--- config.mk ---
export PLATFORM = sky130hd
export DESIGN_NAME = traffic_light_with_override_core
export DESIGN_NICKNAME = d
export VERILOG_FILES = /design/src/hdl/tlo_pkg.sv /design/src/hdl/tlo_step.sv /design/src/hdl/traffic_light_with_override_core.sv
export VERILOG_INCLUDE_DIRS = /design/src /design/src/hdl
export SDC_FILE = /design/constraint.sdc
export NUM_CORES = 1
export LEC_CHECK = 0
export BUFFER_PORTS_ARGS = -buffer_cell sky130_fd_sc_hd__buf_4
export CORE_MARGIN = 2
export CORE_UTILIZATION = 57
export DETAILED_ROUTE_END_ITERATION = 7
export PLACE_DENSITY = 0.82
export SYNTH_ARGS = -nofsm -noshare
export SYNTH_HDL_FRONTEND = slang
export SYNTH_SLANG_ARGS = --single-unit
--- constraint.sdc ---
create_clock -name clk -period 20 [get_ports clk]
set_clock_uncertainty 0.05 [all_clocks]
set_input_delay 4 -clock clk [delete_from_list [all_inputs] [get_ports clk]]
set_output_delay 4 -clock clk [all_outputs]
set_load 0.02 [all_outputs]
--- src/hdl/traffic_light_with_override_core_assert.svh ---
// ----------------------------------------------------------------------------
// traffic_light_with_override_core assertion macros
// Shared concurrent assertion forms, clocked on clk, disabled in reset.
// ----------------------------------------------------------------------------
`ifndef TRAFFIC_LIGHT_WITH_OVERRIDE_CORE_ASSERT_SVH
`define TRAFFIC_LIGHT_WITH_OVERRIDE_CORE_ASSERT_SVH

// same-cycle implication
`define TLO_ASSERT_NOW(lbl, ante, cons) \
	lbl: assert property (@(posedge clk) disable iff (!arst_n) (ante) |-> (cons)) \
		else $error("tlo assertion failed");

// next-cycle implication
`define TLO_ASSERT_NEXT(lbl, ante, cons) \
	lbl: assert property (@(posedge clk) disable iff (!arst_n) (ante) |=> (cons)) \
		else $error("tlo assertion failed");

`endif

--- src/hdl/tlo_pkg.sv ---
// ----------------------------------------------------------------------------
// tlo_pkg
// Types, constants and helpers for the traffic light with override.
// ----------------------------------------------------------------------------
package tlo_pkg;

	localparam int SecW  = 7;
	localparam int TickW = 8;
	localparam int SegW  = 8;

	localparam logic [SecW-1:0] SecMax = 7'd99;

	// register indexes
	typedef enum logic [1:0] {
		REG_PASS_SECONDS     = 2'd0,
		REG_AMBER_SECS       = 2'd1,
		REG_TICKS_PER_SECOND = 2'd2,
		REG_PINS_INVERTED    = 2'd3
	} reg_index_t;

	// lamp group / forced key; LT_NONE only means "not forced"
	typedef enum logic [1:0] {
		LT_NONE   = 2'd0,
		LT_HORIZ  = 2'd1,
		LT_YELLOW = 2'd2,
		LT_VERT   = 2'd3
	} light_t;

	typedef logic [SegW-1:0] seg_rom_t [10];

	localparam seg_rom_t SegCode = '{
		8'hFC, 8'h60, 8'hDA, 8'hF2, 8'h66, 8'hB6, 8'hBE, 8'hE0, 8'hFE, 8'hF6
	};

	typedef struct packed {
		logic switch_horizontal;
		logic switch_yellow;
		logic switch_vertical;
		logic tick;
	} item_t;

	typedef struct packed {
		logic            lamp_horizontal;
		logic            lamp_yellow;
		logic            lamp_vertical;
		logic [SecW-1:0] seconds_left;
		logic [SegW-1:0] segment_tens;
		logic [SegW-1:0] segment_units;
		logic            display_update;
	} result_t;

	typedef struct packed {
		logic [SecW-1:0]  pass_seconds;
		logic [SecW-1:0]  amber_secs;
		logic [TickW-1:0] ticks_per_second;
		logic             pins_inverted;
	} cfg_t;

	typedef struct packed {
		light_t           phase;
		light_t           after_yellow;
		light_t           saved_phase;
		light_t           saved_after_yellow;
		light_t           forced_key;
		logic [SecW-1:0]  seconds;
		logic [TickW-1:0] tick_count;
	} state_t;

	localparam cfg_t CfgReset = '{
		pass_seconds:     7'd10,
		amber_secs:       7'd5,
		ticks_per_second: 8'd100,
		pins_inverted:    1'b1
	};

	localparam state_t StateReset = '{
		phase:              LT_HORIZ,
		after_yellow:       LT_VERT,
		saved_phase:        LT_HORIZ,
		saved_after_yellow: LT_VERT,
		forced_key:         LT_NONE,
		seconds:            7'd10,
		tick_count:         8'd0
	};

	function automatic logic [SecW-1:0] sat99(input logic [SecW-1:0] v);
		return (v > SecMax) ? SecMax : v;
	endfunction

	// tens digit of n <= 99 via reciprocal multiply (205/2048)
	function automatic logic [3:0] tens_of(input logic [SecW-1:0] n);
		logic [14:0] p;
		p = {8'd0, n} * 15'd205;
		return p[14:11];
	endfunction

	function automatic logic [3:0] units_of(input logic [SecW-1:0] n);
		logic [SecW-1:0] t10;
		logic [SecW-1:0] u;
		t10 = {3'd0, tens_of(n)} * 7'd10;
		u   = n - t10;
		return u[3:0];
	endfunction

endpackage

--- src/hdl/tlo_step.sv ---
// ----------------------------------------------------------------------------
// tlo_step
// Per-item state update and result formatting, purely combinational.
// ----------------------------------------------------------------------------
module tlo_step import tlo_pkg::*; (
	input  cfg_t    cfg,
	input  state_t  cur,
	input  item_t   item,
	output state_t  nxt,
	output result_t result
);

	logic             on_h;
	logic             on_y;
	logic             on_v;
	light_t           key;
	logic [TickW-1:0] tick_inc;
	logic             update;
	logic [3:0]       tens;
	logic [3:0]       units;

	assign on_h = item.switch_horizontal ^ cfg.pins_inverted;
	assign on_y = item.switch_yellow     ^ cfg.pins_inverted;
	assign on_v = item.switch_vertical   ^ cfg.pins_inverted;

	always_comb begin
		key = LT_NONE;
		if (on_h && !on_y && !on_v) begin
			key = LT_HORIZ;
		end else if (on_y && !on_h && !on_v) begin
			key = LT_YELLOW;
		end else if (on_v && !on_h && !on_y) begin
			key = LT_VERT;
		end
	end

	assign tick_inc = cur.tick_count + 8'd1;

	// next state
	always_comb begin
		nxt    = cur;
		update = 1'b0;
		if (key != LT_NONE) begin
			if (cur.forced_key == LT_NONE) begin
				nxt.saved_phase        = cur.phase;
				nxt.saved_after_yellow = cur.after_yellow;
				nxt.forced_key         = key;
				nxt.tick_count         = '0;
				nxt.phase              = key;
				update                 = 1'b1;
			end else if (key != cur.forced_key) begin
				nxt.forced_key = key;
				nxt.phase      = key;
				update         = 1'b1;
			end
		end else if (cur.forced_key != LT_NONE) begin
			nxt.phase        = cur.saved_phase;
			nxt.after_yellow = cur.saved_after_yellow;
			nxt.forced_key   = LT_NONE;
			nxt.tick_count   = '0;
			update           = 1'b1;
		end else if (item.tick) begin
			if (tick_inc >= cfg.ticks_per_second) begin
				nxt.tick_count = '0;
				update         = 1'b1;
				if (cur.seconds == '0) begin
					case (cur.phase)
						LT_HORIZ: begin
							nxt.after_yellow = LT_VERT;
							nxt.phase        = LT_YELLOW;
							nxt.seconds      = cfg.amber_secs;
						end
						LT_VERT: begin
							nxt.after_yellow = LT_HORIZ;
							nxt.phase        = LT_YELLOW;
							nxt.seconds      = cfg.amber_secs;
						end
						default: begin
							nxt.phase   = (cur.after_yellow == LT_HORIZ) ? LT_HORIZ : LT_VERT;
							nxt.seconds = cfg.pass_seconds;
						end
					endcase
				end else begin
					nxt.seconds = cur.seconds - 7'd1;
				end
			end else begin
				nxt.tick_count = tick_inc;
			end
		end
	end

	// outputs
	always_comb begin
		tens                   = tens_of(nxt.seconds);
		units                  = units_of(nxt.seconds);
		result.lamp_horizontal = (nxt.phase == LT_HORIZ);
		result.lamp_yellow     = (nxt.phase == LT_YELLOW);
		result.lamp_vertical   = (nxt.phase != LT_HORIZ) && (nxt.phase != LT_YELLOW);
		result.seconds_left    = nxt.seconds;
		result.segment_tens    = SegCode[tens];
		result.segment_units   = SegCode[units];
		result.display_update  = update;
	end

endmodule

--- src/hdl/traffic_light_with_override_core.sv ---
// Each item passes the input register (item_s1), then the result register (result_q).
// Throughput: one item per cycle unless output stalls; single pass of short logic.
// A stalled result register holds one result and still lets one item wait in stage 1.
// Reset (arst_n low, async): state, config, valids default; horizontal pass, countdown 10.
// No clearing pass; the block accepts items from the first cycle after reset.
// ----------------------------------------------------------------------------
// traffic_light_with_override_core
// Traffic light controller with switch override, one result per input beat.
// ----------------------------------------------------------------------------
module traffic_light_with_override_core import tlo_pkg::*; (
	input  logic             clk,
	input  logic             arst_n,
	input  logic             item_valid,
	output logic             item_ready,
	input  item_t            item,
	output logic             result_valid,
	input  logic             result_ready,
	output result_t          result,
	input  logic             cfg_wr_en,
	input  reg_index_t       cfg_index,
	input  logic [TickW-1:0] cfg_wdata
);

	cfg_t    cfg_q;
	state_t  state_q;
	state_t  state_nxt;
	item_t   item_s1;
	logic    valid_s1;
	result_t result_nxt;
	result_t result_q;
	logic    result_valid_q;
	logic    advance;

	assign advance    = valid_s1 && (!result_valid_q || result_ready);
	assign item_ready = !valid_s1 || advance;

	always_ff @(posedge clk or negedge arst_n) begin
		if (!arst_n) begin
			cfg_q <= CfgReset;
		end else if (cfg_wr_en) begin
			case (cfg_index)
				REG_PASS_SECONDS:     cfg_q.pass_seconds     <= sat99(cfg_wdata[SecW-1:0]);
				REG_AMBER_SECS:       cfg_q.amber_secs       <= sat99(cfg_wdata[SecW-1:0]);
				REG_TICKS_PER_SECOND: cfg_q.ticks_per_second <= cfg_wdata;
				REG_PINS_INVERTED:    cfg_q.pins_inverted    <= cfg_wdata[0];
				default:              cfg_q <= cfg_q;
			endcase
		end
	end

	always_ff @(posedge clk or negedge arst_n) begin
		if (!arst_n) begin
			valid_s1 <= 1'b0;
		end else if (item_ready) begin
			valid_s1 <= item_valid;
		end
	end

	always_ff @(posedge clk) begin
		if (item_ready && item_valid) begin
			item_s1 <= item;
		end
	end

	tlo_step u_step (
		.cfg    (cfg_q),
		.cur    (state_q),
		.item   (item_s1),
		.nxt    (state_nxt),
		.result (result_nxt)
	);

	always_ff @(posedge clk or negedge arst_n) begin
		if (!arst_n) begin
			state_q        <= StateReset;
			result_valid_q <= 1'b0;
		end else begin
			if (advance) begin
				state_q <= state_nxt;
			end
			if (advance) begin
				result_valid_q <= 1'b1;
			end else if (result_ready) begin
				result_valid_q <= 1'b0;
			end
		end
	end

	always_ff @(posedge clk) begin
		if (advance) begin
			result_q <= result_nxt;
		end
	end

	assign result_valid = result_valid_q;
	assign result       = result_q;

`include "traffic_light_with_override_core_assert.svh"

	`TLO_ASSERT_NOW(a_lamp_onehot, result_valid_q,
		$onehot({result_q.lamp_horizontal, result_q.lamp_yellow, result_q.lamp_vertical}))
	`TLO_ASSERT_NOW(a_seconds_range, 1'b1, state_q.seconds <= SecMax)
	`TLO_ASSERT_NOW(a_forced_no_ticks, state_q.forced_key != LT_NONE,
		state_q.tick_count == '0 && state_q.phase == state_q.forced_key)
	`TLO_ASSERT_NEXT(a_advance_gives_result, advance, result_valid_q)

endmodule

==> results_dict.tcl <==
set metrics [dict create \
    min_from "cfg_q[16]" \
    cp_top_family "buffers and inverters" \
    gp_congestion 0.854 \
    n_antenna_cell 0 \
    clkTransAtPathRegs_ps 70 \
    die_w_um 97.3 \
    cts_setup_buffers 0 \
    drv_cap 0 \
    yosysUniqueCellTypes 59 \
    clock_sinks 79 \
    tns_ps 0 \
    nets 585 \
    cts_resized 0 \
    wl_per_cell_um 15.6 \
    drc 0 \
    critPathMaxFanout 3 \
    path_class "primary input to output pin" \
    worst_pin_slew_ps 802 \
    max_slew_margin_pct 46.1 \
    crit_required_ps 15950 \
    setup_viol 0 \
    grt_max_degree 51 \
    slew_viol_final 0 \
    ys_ff_latch 79 \
    clock.fmax_ghz 0.117 \
    period_needed_ps 8520 \
    r2r_start "state_q[0]" \
    clk_latency_ps 360 \
    crit_path_start_kind "primary input" \
    area_growth_pct 12.2 \
    drive_above_1_share_pct 21.3 \
    holdWs_ps 422 \
    numCtsBuffers 9 \
    dieArea_mm2 0.00946 \
    min_period_over_period_pct 42.6 \
    synth-warning-count 0 \
    rows 34 \
    avgSynthCellArea_um2 10.9 \
    dp_slack_ps 11480 \
    ir_worst_vdd_mv 0.0888 \
    hold_viol_final 0 \
    initial_core_util_pct 57.7 \
    portBuffers 45 \
    clock-root-buffer "clkbuf_8" \
    h-tree-depth 3 \
    cp_num_buf_inv 2 \
    finalPower_mw 0.860 \
    dr.pass1.iters 4 \
    drt_iter0_drc 210 \
    boundaryPins 48 \
    antenna_found_initial 0 \
    synth-edff-count 29 \
    netlist_instances 457 \
    cts_tree "built" \
    grt_pass1_wl_um 16300 \
    status "completed" \
    grt_pass1_vias 3575 \
    track_usage_pct 21.4 \
    timing.critical_path.mode_cell "buf_4" \
    worst_path_largest_cell_delay_ps 180 \
    vias 3509 \
    routed_wl_um 9620 \
    p_per_area_mw_per_mm2 154 \
    synth_flop_cell "dfrtp_1" \
    postRouteAntennaNets 0 \
    path_cells "buf_4, nand3b_1, buf_4" \
    leakage_nw 2.65 \
    layout_setup_ws_ps 11480 \
    cts_hold_buf 0 \
    ys_async_sr_fraction_pct 63.3 \
    layout_common_cells "56 x ha_1, 52 x nand2_1, 45 x buf_4" \
    synthesis.area_mm2 0.00496 \
    design.core.area_mm2 0.00859 \
    grt_overflow_total 0 \
    die_y_um 97.3 \
    cp_data_arrival_time_ps 4470 \
    final_common_cell "ha_1" \
    crit_slowest_cell "nand3b_1" \
    hpwlAfterDp_um 7060 \
    rsz0062_at_grt "false" \
    routed_via_density 5.71 \
    yosysSeqAreaShare_pct 43.2 \
    end_kind "output pin" \
    min_path_type "register to register" \
    clock_path_buffers 2 \
    crit_start "result_ready" \
]
-- cell type report --
class | count | area, µm²
multi-input combinational | 329 | 2620
tap | 108 | 135
clock inverter | 4 | 46.3
fill | 659 | 3030
inverter | 38 | 143
sequential | 79 | 2140
clock buffer | 12 | 145
timing repair buffer | 45 | 338
-- logic make-up (layout without fill, tap and decap cells) --
kind of cell | count (synthesis) | after routing | synth area share (%)
mux | 28 | 28 | 6.26
buf+inv | 50 | 99 | 4.14
flops | 79 | 79 | 43.2
other cells | 1 | 2 | 0.0756
simple gates | 134 | 134 | 13.3
xor+xnor | 18 | 18 | 3.51
compound gates | 83 | 83 | 12.2
fa+ha+maj | 64 | 64 | 17.4
-- routing by layer --
layer	global-route usage (%)	wire length [µm]
met1	27.0	4190
met2	36.4	4780
met3	2.52	300
met5	0	0
met4	11.0	338
-- synth_stat cells (3+ instances only) --
cell type	number	area share (%)
nand4_1	4	0.50
mux2i_1	4	0.81
fa_1	8	3.2
ha_1	56	14
edfxtp_1	29	18
o22a_1	6	1.1
a21o_1	5	0.76
nand3b_1	5	0.76
nor3_1	8	0.81
clkbuf_1	7	0.53
o21ai_0	22	2.2
dfstp_2	16	8.5
xnor2_1	10	1.8
nand2_1	52	3.9
a31oi_1	5	0.63
xor2_1	7	1.2
nor2b_1	4	0.50
a21oi_1	11	1.1
o211ai_1	5	0.76
mux2_2	24	5.4
a211oi_1	3	0.45
nand3_1	8	0.81
nor2_1	25	1.9
inv_1	37	2.8
or3_1	7	0.88
a22o_1	8	1.4
nand2b_1	6	0.76
dfrtp_1	34	17
o21a_1	3	0.45
-- registers in the layout, summed over array words and instances (netlist names) --
name and flops:
state_q 25, result 25, result_valid 1, valid_s1 1
item_s1 4, cfg_q 23
-- through the flow --
step	utilization, %	std cells	area (µm²)
floorplan	-	458	4960
global placement	62.5	599	5370
detailed placement	62.5	599	5370
CTS	64.8	615	5570
global route	64.8	615	5570
finish	64.8	615	5570
-- power breakdown --
part	total [mW]	switching [mW]	internal, mW
clock network	0.118	0.0572	0.0606
registers	0.270	0.0310	0.239
logic	0.472	0.269	0.203
-- tightest hold or removal path: cells and delay by family (launching register included) --
kind             cells  cell delay, ps
AO/OA/AOI/OAI        1              50
flip-flops           1             340
AND/OR/NAND/NOR      1              40
-- path summary, 6_finish.rpt --
path                                    end  slack, ps  depth (start not counted)
worst max-delay path             item_ready      11480                          3
worst min-delay path              cfg_q[16]        420                          2
worst max register to register    result[4]      12160                         25
worst min register to register    cfg_q[16]        420                          2
max in group asynchronous       state_q[13]      15880                          1
min in group asynchronous        state_q[7]       3600                          1
Power figures use the tool's default switching activity.
